[src/hw/rtl/tcw_pkg.sv]
// ----------------------------------------------------------------------------
// tcw_pkg
// Shared constants, types and address helpers for the text console writer.
// ----------------------------------------------------------------------------
package tcw_pkg;

	localparam int COLUMNS = 80;
	localparam int ROWS    = 25;
	localparam int CELLS   = ROWS * COLUMNS;
	localparam int ADDR_W  = $clog2(CELLS);
	localparam int ROW_W   = $clog2(ROWS);
	localparam int COL_W   = $clog2(COLUMNS);

	localparam logic [7:0] CH_NUL      = 8'h00;
	localparam logic [7:0] CH_TAB      = 8'h09;
	localparam logic [7:0] CH_NL       = 8'h0A;
	localparam logic [7:0] CH_SPACE    = 8'h20;
	localparam logic [7:0] RESET_COLOR = 8'h07;

	localparam logic OP_PUT  = 1'b0;
	localparam logic OP_READ = 1'b1;

	typedef struct packed {
		logic              wr_en;
		logic [ADDR_W-1:0] addr;
		logic [15:0]       wdata;
	} tcw_mem_req_t;

	typedef struct packed {
		logic        valid;
		logic [15:0] cell_data;
		logic [4:0]  cursor_row;
		logic [6:0]  cursor_col;
	} tcw_result_t;

	function automatic logic [ROW_W-1:0] wrap_row(input logic [ROW_W-1:0] row,
	                                               input logic [ROW_W-1:0] base);
		logic [ROW_W:0] sum;
		sum = {1'b0, row} + {1'b0, base};
		if (sum >= (ROW_W+1)'(ROWS)) begin
			sum = sum - (ROW_W+1)'(ROWS);
		end
		return sum[ROW_W-1:0];
	endfunction

	function automatic logic [ADDR_W-1:0] cell_addr(input logic [ROW_W-1:0] row,
	                                                 input logic [COL_W-1:0] col);
		logic [ADDR_W-1:0] a;
		a = ADDR_W'(row) * ADDR_W'(COLUMNS) + ADDR_W'(col);
		return a;
	endfunction

endpackage

[src/hw/rtl/tcw_seq.sv]
// ----------------------------------------------------------------------------
// tcw_seq
// Request sequencer: cursor, scroll base, screen clear and row clear passes.
// ----------------------------------------------------------------------------
module tcw_seq (
	input  logic                  clk,
	input  logic                  arst_n,
	input  logic                  in_valid,
	output logic                  in_stall,
	input  logic                  opcode,
	input  logic [7:0]            char_code,
	input  logic [4:0]            cell_row,
	input  logic [6:0]            cell_col,
	input  logic                  cfg_wr_en,
	input  logic [7:0]            cfg_wr_data,
	input  logic                  out_free,
	output tcw_pkg::tcw_result_t  res,
	output tcw_pkg::tcw_mem_req_t mem_req,
	input  logic [15:0]           mem_rdata
);
	import tcw_pkg::*;

	typedef enum logic [4:0] {
		ST_INIT = 5'b00001,
		ST_IDLE = 5'b00010,
		ST_EXEC = 5'b00100,
		ST_CLR  = 5'b01000,
		ST_DONE = 5'b10000
	} tcw_state_t;

	tcw_state_t        state_q, state_d;
	logic [ROW_W-1:0]  cur_y_q, base_q, clr_row_q;
	logic [COL_W-1:0]  cur_x_q, clr_col_q;
	logic [7:0]        color_q, ch_q;
	logic              op_q, rd_ok_q;
	logic [1:0]        spaces_q;
	logic [ADDR_W-1:0] init_cnt_q;
	logic [15:0]       cell_hold_q;

	logic              accept, is_nul, is_nl, adv_row, scroll, step_move, fin;
	logic              init_last, clr_last, rd_ok;
	logic [7:0]        put_char;
	logic [COL_W:0]    x_inc;
	logic [ROW_W:0]    y_inc;
	logic [COL_W-1:0]  x_n;
	logic [ROW_W-1:0]  y_n;
	logic [15:0]       exec_cell;

	assign in_stall  = (state_q != ST_IDLE);
	assign accept    = in_valid && !in_stall;
	assign rd_ok     = (int'(cell_row) < ROWS) && (int'(cell_col) < COLUMNS);

	assign is_nul    = (ch_q == CH_NUL);
	assign is_nl     = (ch_q == CH_NL);
	assign put_char  = (ch_q == CH_TAB) ? CH_SPACE : ch_q;
	assign x_inc     = {1'b0, cur_x_q} + (COL_W+1)'(1);
	assign y_inc     = {1'b0, cur_y_q} + (ROW_W+1)'(1);
	assign adv_row   = is_nl || (x_inc >= (COL_W+1)'(COLUMNS));
	assign scroll    = adv_row && (y_inc >= (ROW_W+1)'(ROWS));
	assign x_n       = adv_row ? '0 : x_inc[COL_W-1:0];
	assign y_n       = (adv_row && !scroll) ? y_inc[ROW_W-1:0] : cur_y_q;
	assign step_move = (state_q == ST_EXEC) && (op_q == OP_PUT) && !is_nul;

	assign init_last = (init_cnt_q == ADDR_W'(CELLS - 1));
	assign clr_last  = (clr_col_q == COL_W'(COLUMNS - 1));
	assign exec_cell = ((op_q == OP_READ) && rd_ok_q) ? mem_rdata : 16'h0000;

	always_comb begin
		fin = 1'b0;
		case (state_q)
			ST_EXEC: fin = (op_q == OP_READ) || is_nul || (!scroll && (spaces_q == 2'd0));
			ST_CLR:  fin = clr_last && (spaces_q == 2'd0);
			ST_DONE: fin = 1'b1;
			default: fin = 1'b0;
		endcase
	end

	always_comb begin
		state_d = state_q;
		case (state_q)
			ST_INIT: if (init_last) state_d = ST_IDLE;
			ST_IDLE: if (accept) state_d = ST_EXEC;
			ST_EXEC: begin
				if (fin) begin
					state_d = out_free ? ST_IDLE : ST_DONE;
				end else if (scroll) begin
					state_d = ST_CLR;
				end
			end
			ST_CLR: begin
				if (fin) begin
					state_d = out_free ? ST_IDLE : ST_DONE;
				end else if (clr_last) begin
					state_d = ST_EXEC;
				end
			end
			ST_DONE: if (out_free) state_d = ST_IDLE;
			default: state_d = ST_INIT;
		endcase
	end

	always_comb begin
		mem_req.wr_en = 1'b0;
		mem_req.addr  = cell_addr(wrap_row(cur_y_q, base_q), cur_x_q);
		mem_req.wdata = {color_q, put_char};
		case (state_q)
			ST_INIT: begin
				mem_req.wr_en = 1'b1;
				mem_req.addr  = init_cnt_q;
				mem_req.wdata = {RESET_COLOR, CH_SPACE};
			end
			ST_IDLE: begin
				mem_req.addr = cell_addr(wrap_row(ROW_W'(cell_row), base_q), COL_W'(cell_col));
			end
			ST_EXEC: begin
				mem_req.wr_en = step_move && !is_nl;
			end
			ST_CLR: begin
				mem_req.wr_en = 1'b1;
				mem_req.addr  = cell_addr(clr_row_q, clr_col_q);
				mem_req.wdata = {color_q, CH_SPACE};
			end
			default: mem_req.wr_en = 1'b0;
		endcase
	end

	always_comb begin
		res.valid      = fin && out_free;
		res.cell_data  = (state_q == ST_EXEC) ? exec_cell : cell_hold_q;
		res.cursor_row = step_move ? 5'(y_n) : 5'(cur_y_q);
		res.cursor_col = step_move ? 7'(x_n) : 7'(cur_x_q);
	end

	always_ff @(posedge clk or negedge arst_n) begin
		if (!arst_n) begin
			state_q    <= ST_INIT;
			cur_y_q    <= '0;
			cur_x_q    <= '0;
			base_q     <= '0;
			color_q    <= RESET_COLOR;
			spaces_q   <= '0;
			init_cnt_q <= '0;
			clr_col_q  <= '0;
		end else begin
			state_q <= state_d;
			if (cfg_wr_en) begin
				color_q <= cfg_wr_data;
			end
			if (state_q == ST_INIT) begin
				init_cnt_q <= init_cnt_q + ADDR_W'(1);
			end
			if (accept) begin
				spaces_q <= ((opcode == OP_PUT) && (char_code == CH_TAB)) ? 2'd3 : 2'd0;
			end
			if (step_move) begin
				cur_x_q <= x_n;
				cur_y_q <= y_n;
				if (scroll) begin
					base_q    <= wrap_row(ROW_W'(1), base_q);
					clr_col_q <= '0;
				end else if (spaces_q != 2'd0) begin
					spaces_q <= spaces_q - 2'd1;
				end
			end
			if (state_q == ST_CLR) begin
				clr_col_q <= clr_col_q + COL_W'(1);
				if (clr_last && (spaces_q != 2'd0)) begin
					spaces_q <= spaces_q - 2'd1;
				end
			end
		end
	end

	always_ff @(posedge clk) begin
		if (accept) begin
			op_q    <= opcode;
			ch_q    <= char_code;
			rd_ok_q <= rd_ok;
		end
		if (step_move && scroll) begin
			clr_row_q <= base_q;
		end
		if (state_q == ST_EXEC) begin
			cell_hold_q <= exec_cell;
		end
	end

	a_cursor_in_range: assert property (@(posedge clk) disable iff (!arst_n)
		(int'(cur_y_q) < ROWS) && (int'(cur_x_q) < COLUMNS))
		else $error("cursor out of screen");

	a_base_in_range: assert property (@(posedge clk) disable iff (!arst_n)
		int'(base_q) < ROWS)
		else $error("row base out of range");

	a_init_once: assert property (@(posedge clk) disable iff (!arst_n)
		(state_q != ST_INIT) |=> (state_q != ST_INIT))
		else $error("clear pass restarted");

	a_write_in_range: assert property (@(posedge clk) disable iff (!arst_n)
		mem_req.wr_en |-> (int'(mem_req.addr) < CELLS))
		else $error("screen write out of range");

	a_result_only_when_free: assert property (@(posedge clk) disable iff (!arst_n)
		(state_q == ST_DONE) && !out_free |=> (state_q == ST_DONE))
		else $error("result dropped while output busy");

endmodule

[config.mk]
export PLATFORM = sky130hd
export DESIGN_NAME = tcw_seq
export DESIGN_NICKNAME = d
export VERILOG_FILES = /design/src/hw/rtl/tcw_pkg.sv /design/src/hw/rtl/tcw_seq.sv
export SDC_FILE = /design/constraint.sdc
export NUM_CORES = 1
export LEC_CHECK = 0
export ABC_AREA = 1
export BUFFER_PORTS_ARGS = -buffer_cell sky130_fd_sc_hd__buf_2
export CAP_MARGIN = 10
export CORE_MARGIN = 2
export CORE_UTILIZATION = 59
export DETAILED_ROUTE_END_ITERATION = 8
export GPL_ROUTABILITY_DRIVEN = 0
export HOLD_SLACK_MARGIN = 0.15
export PLACE_DENSITY = 0.84
export SLEW_MARGIN = 25
export SYNTH_ARGS = -nofsm -noshare
export SYNTH_HDL_FRONTEND = slang
export SYNTH_SLANG_ARGS = --single-unit
[constraint.sdc]
create_clock -name clk -period 11.8 [get_ports clk]
set_clock_uncertainty 0.05 [all_clocks]
set_input_delay 1.77 -clock clk [delete_from_list [all_inputs] [get_ports clk]]
set_output_delay 1.77 -clock clk [all_outputs]
set_load 0.05 [all_outputs]
==> impl_metrics.ini <==
[sta]
worstMarginPinSlew_ns = 0.887
grt_setup_unrepaired = no
timing.final.hold_violations = 0
finalCritPeriodShare_pct = 64.5
setup-violations-final = 0
totalNegativeSetupSlack_ns = 0
final_period_minus_worst_setup_slack_ns = 7.61
worst_slew_margin_rel_pct = 40.4
setup_ws_ns = 4.19
fmax_mhz = 131
drv_slew = 0

[yosys]
synthesis.nets = 809
count_of_flip_flops_with_a_built_in_enable_after_synthesis = 15
ys_dominant_reg_cell = dfrtp_1
synth_top_cell_by_area = dfrtp_1
post_synth_inst_count = 702
share_of_synthesized_registers_carrying_an_async_set_or_reset_pct = 61.7
ys_top_cells_by_area = dfrtp_1 (21%), ha_1 (11%), nand2_1 (11%)
yosysSeqAreaShare_pct = 36.1
synthesis.yosys.warnings = 0
synth.lib_cells_used.distinct = 51
synthesis.area_per_instance_um2 = 8.00
synth_largest_type_area_fraction_pct = 20.5
synth_seq_cells = 81
post_synth_instance_area_um2 = 5610

[final_layout]
layout.area.seq_um2 = 2030
multiInputGateArea_um2 = 3100
final_layout_size_suffix_gt1_share_pct = 19.0
final.fill_count = 736
area.growth.synth_to_final_pct = 15.0
finish.net_count = 918
post-route-util_pct = 69.9

[routing]
drt_wl_total_um = 13200
avgViaCountPerCell = 5.39
wire_per_inst_um = 14.0
drt_iter0_drc = 247
route.antenna.remaining_nets = 0
first_pass_iters = 5
post-route-drc-count = 0
num_vias = 5102

[placement]
post-place-ws_ns = 4.21
post-dp-hpwl_um = 10300
buffer_ports.inserted = 107

[worst_setup_path]
r2r_cells = 9
critical_path.slowest_cell = fa_1
worstReg2RegStart = state_q[1]
cp_max_fo = 6
timing.critical_path.required_ns = 9.98
arrival_time_at_the_worst_endpoint_ns = 5.79
crit_chain = buf_2, ha_1, fa_1, inv_1, ha_1, nand2_1, o211ai_1, nand2_1, o21ai_0, ha_1, ha_1, inv_1, fa_1, nor2_1, inv_1, a32o_1, a31oi_1, o21ai_0, buf_2
cp-end-kind = primary output
critical_path_depth_in_cells = 19
crit_start = cell_row[0]
crit_end = mem_req[24]
timing.critical_path.mode_cell = ha_1
crit_type = input pin to primary output
worst_setup_path_start_kind = input pin
worstReg2RegEnd = state_q[1]
cp_num_buf_inv = 5
critical_path_s_largest_stage_delay_ns = 0.46
path_delay_family = adder cells
ff2ff_setup_slack_ns = 9.29

[job]
max_cap_violations = 0

[power_and_ir_drop]
power.total_mw = 1.11
p_per_area_nw_per_um2 = 172
ir_drop_uv = 148
power.leakage_nw = 3.40

[grt]
global_route_usage_over_all_layers_pct = 26.7
antenna_found_initial = 0
first_pass_grt_wire_length_um = 21600
first_global_vias = 4801
overflow = 0
pin_count_of_the_biggest_net_entering_global_routing = 51

[clock_tree]
postCtsResizedCells = 0
numCtsBuffers = 9
master_cell_of_the_clock_root_buffer = clkbuf_8
clkLatencyLatePin_ns = 0.37
max-clock-path-buffers = 2
cts_tree = yes
clock_sink_count = 81
clk_transition_reported_paths_ns = 0.09
htreeDepth = 3
cts.hold.buffers_added = 0
cts_setup_buffers = 0

[die]
die-height_um = 102
initial_core_util_pct = 60.7
pin_count = 108
chipWidth_um = 102
core.rowCount = 35
core_area_um2 = 9240
die_area_um2 = 10300

[min_path]
min-delay-path-class = register to register

[status]
run_status = complete, no violations
worst min-delay path by stage:
stage / cells past startpoint / from / to / slack, ns
after CTS: 2 / cell_hold_q[15] / cell_hold_q[15] / 0.41
after detailed placement: 2 / cell_hold_q[9] / cell_hold_q[9] / 0.39
final: 2 / cell_hold_q[6] / cell_hold_q[6] / 0.41
after floorplan: 1 / init_cnt_q[2] / init_cnt_q[2] / 0.39
after global routing: 2 / cell_hold_q[6] / cell_hold_q[6] / 0.42
after global placement: 2 / cell_hold_q[6] / cell_hold_q[6] / 0.38
cell type report:
class | count | share of cell area (%)
inverters | 118 | 6.86
well taps | 129 | 2.50
repair buffers | 108 | 8.45
clock inverters | 7 | 0.833
flip-flops and latches | 81 | 31.4
diodes | 1 | 0.0388
multi-input cells | 493 | 48.0
clock buffers | 9 | 1.92
cells in the mapped netlist, drive strengths merged, types with 3 or more instances:
library cell / instances
a21oi: 20
a31oi: 6
clkbuf: 8
dfrtp: 46
dfstp: 4
dfxtp: 16
edfxtp: 15
fa: 8
ha: 49
inv: 117
mux2: 6
nand2: 168
nand3: 56
nand3b: 3
nand4: 8
nor2: 52
nor3: 8
nor4: 4
o2111ai: 4
o211ai: 3
o21ai: 27
o31ai: 6
or2: 4
xnor2: 10
xor2: 35
worst register-to-register path, stage by stage, from the launching register on:
cell and delay [ns]:
dfrtp_1 0.41, nor2_2 0.13, nand2_1 0.10, nor3_4 0.61, clkinv_1 0.63, nand2_1 0.25, nand3_1 0.11, nand2_1 0.07
nand2_1 0.05, nand2_1 0.05
cell usage in the layout, fill, tap and decap left out, drive strengths merged, types with 9 or more instances in the layout:
cell and n:
a21oi 20, buf 108, clkbuf 9, dfrtp 46, dfxtp 16, edfxtp 15, ha 49, inv 119
nand2 168, nand3 56, nor2 52, o21ai 27, xnor2 10, xor2 35
report_power, final:
group          switching [mW]  internal, mW  leakage (nW)
Clock                   0.109        0.0782        0.0892
Combinational           0.434         0.127          2.39
Sequential             0.0239         0.336         0.920
Total                   0.567         0.541          3.40
stage by stage:
step           area (µm²)  hold WS, ns  instances
5_1_grt              6450        0.424        945
2_1_floorplan        5610        0.392        702
3_3_place_gp         6270        0.379        929
4_1_cts              6450        0.406        945
3_5_place_dp         6280        0.387        929
6_report             6460        0.407        946
cell families (layout without fill, tap and decap cells):
group | count (synthesis) | in the layout | share of synthesized area [%]
AND/OR/NAND/NOR | 304 | 304 | 24.3
buffers and inverters | 128 | 242 | 8.65
flip-flops | 81 | 81 | 36.1
AO/OA/AOI/OAI | 79 | 79 | 8.58
adder cells (fa/ha/maj) | 57 | 57 | 13.8
XOR/XNOR | 45 | 45 | 7.02
multiplexers | 8 | 8 | 1.56
other | 0 | 1 | 0
sequential cells by signal, summed over array words and instances (netlist names):
signal,cells
color_q,8
base_q,5
clr_row_q,5
clr_col_q,7
rd_ok_q,1
op_q,1
ch_q,8
init_cnt_q,11
spaces_q,2
state_q,5
cur_x_q,7
cur_y_q,5
cell_hold_q,16
metal layers:
layer / share of wire, % / GRT usage (%) / wire, µm / up-vias
li1: - / - / - / 2508
met1: 42 / 33.7 / 5510 / 2374
met2: 49 / 44.6 / 6530 / 188
met3: 6.3 / 5.66 / 834 / 32
met4: 2.7 / 10.8 / 353 / 0
met5: 0 / 0 / 0 / -
(Power assumes the default switching activity.)
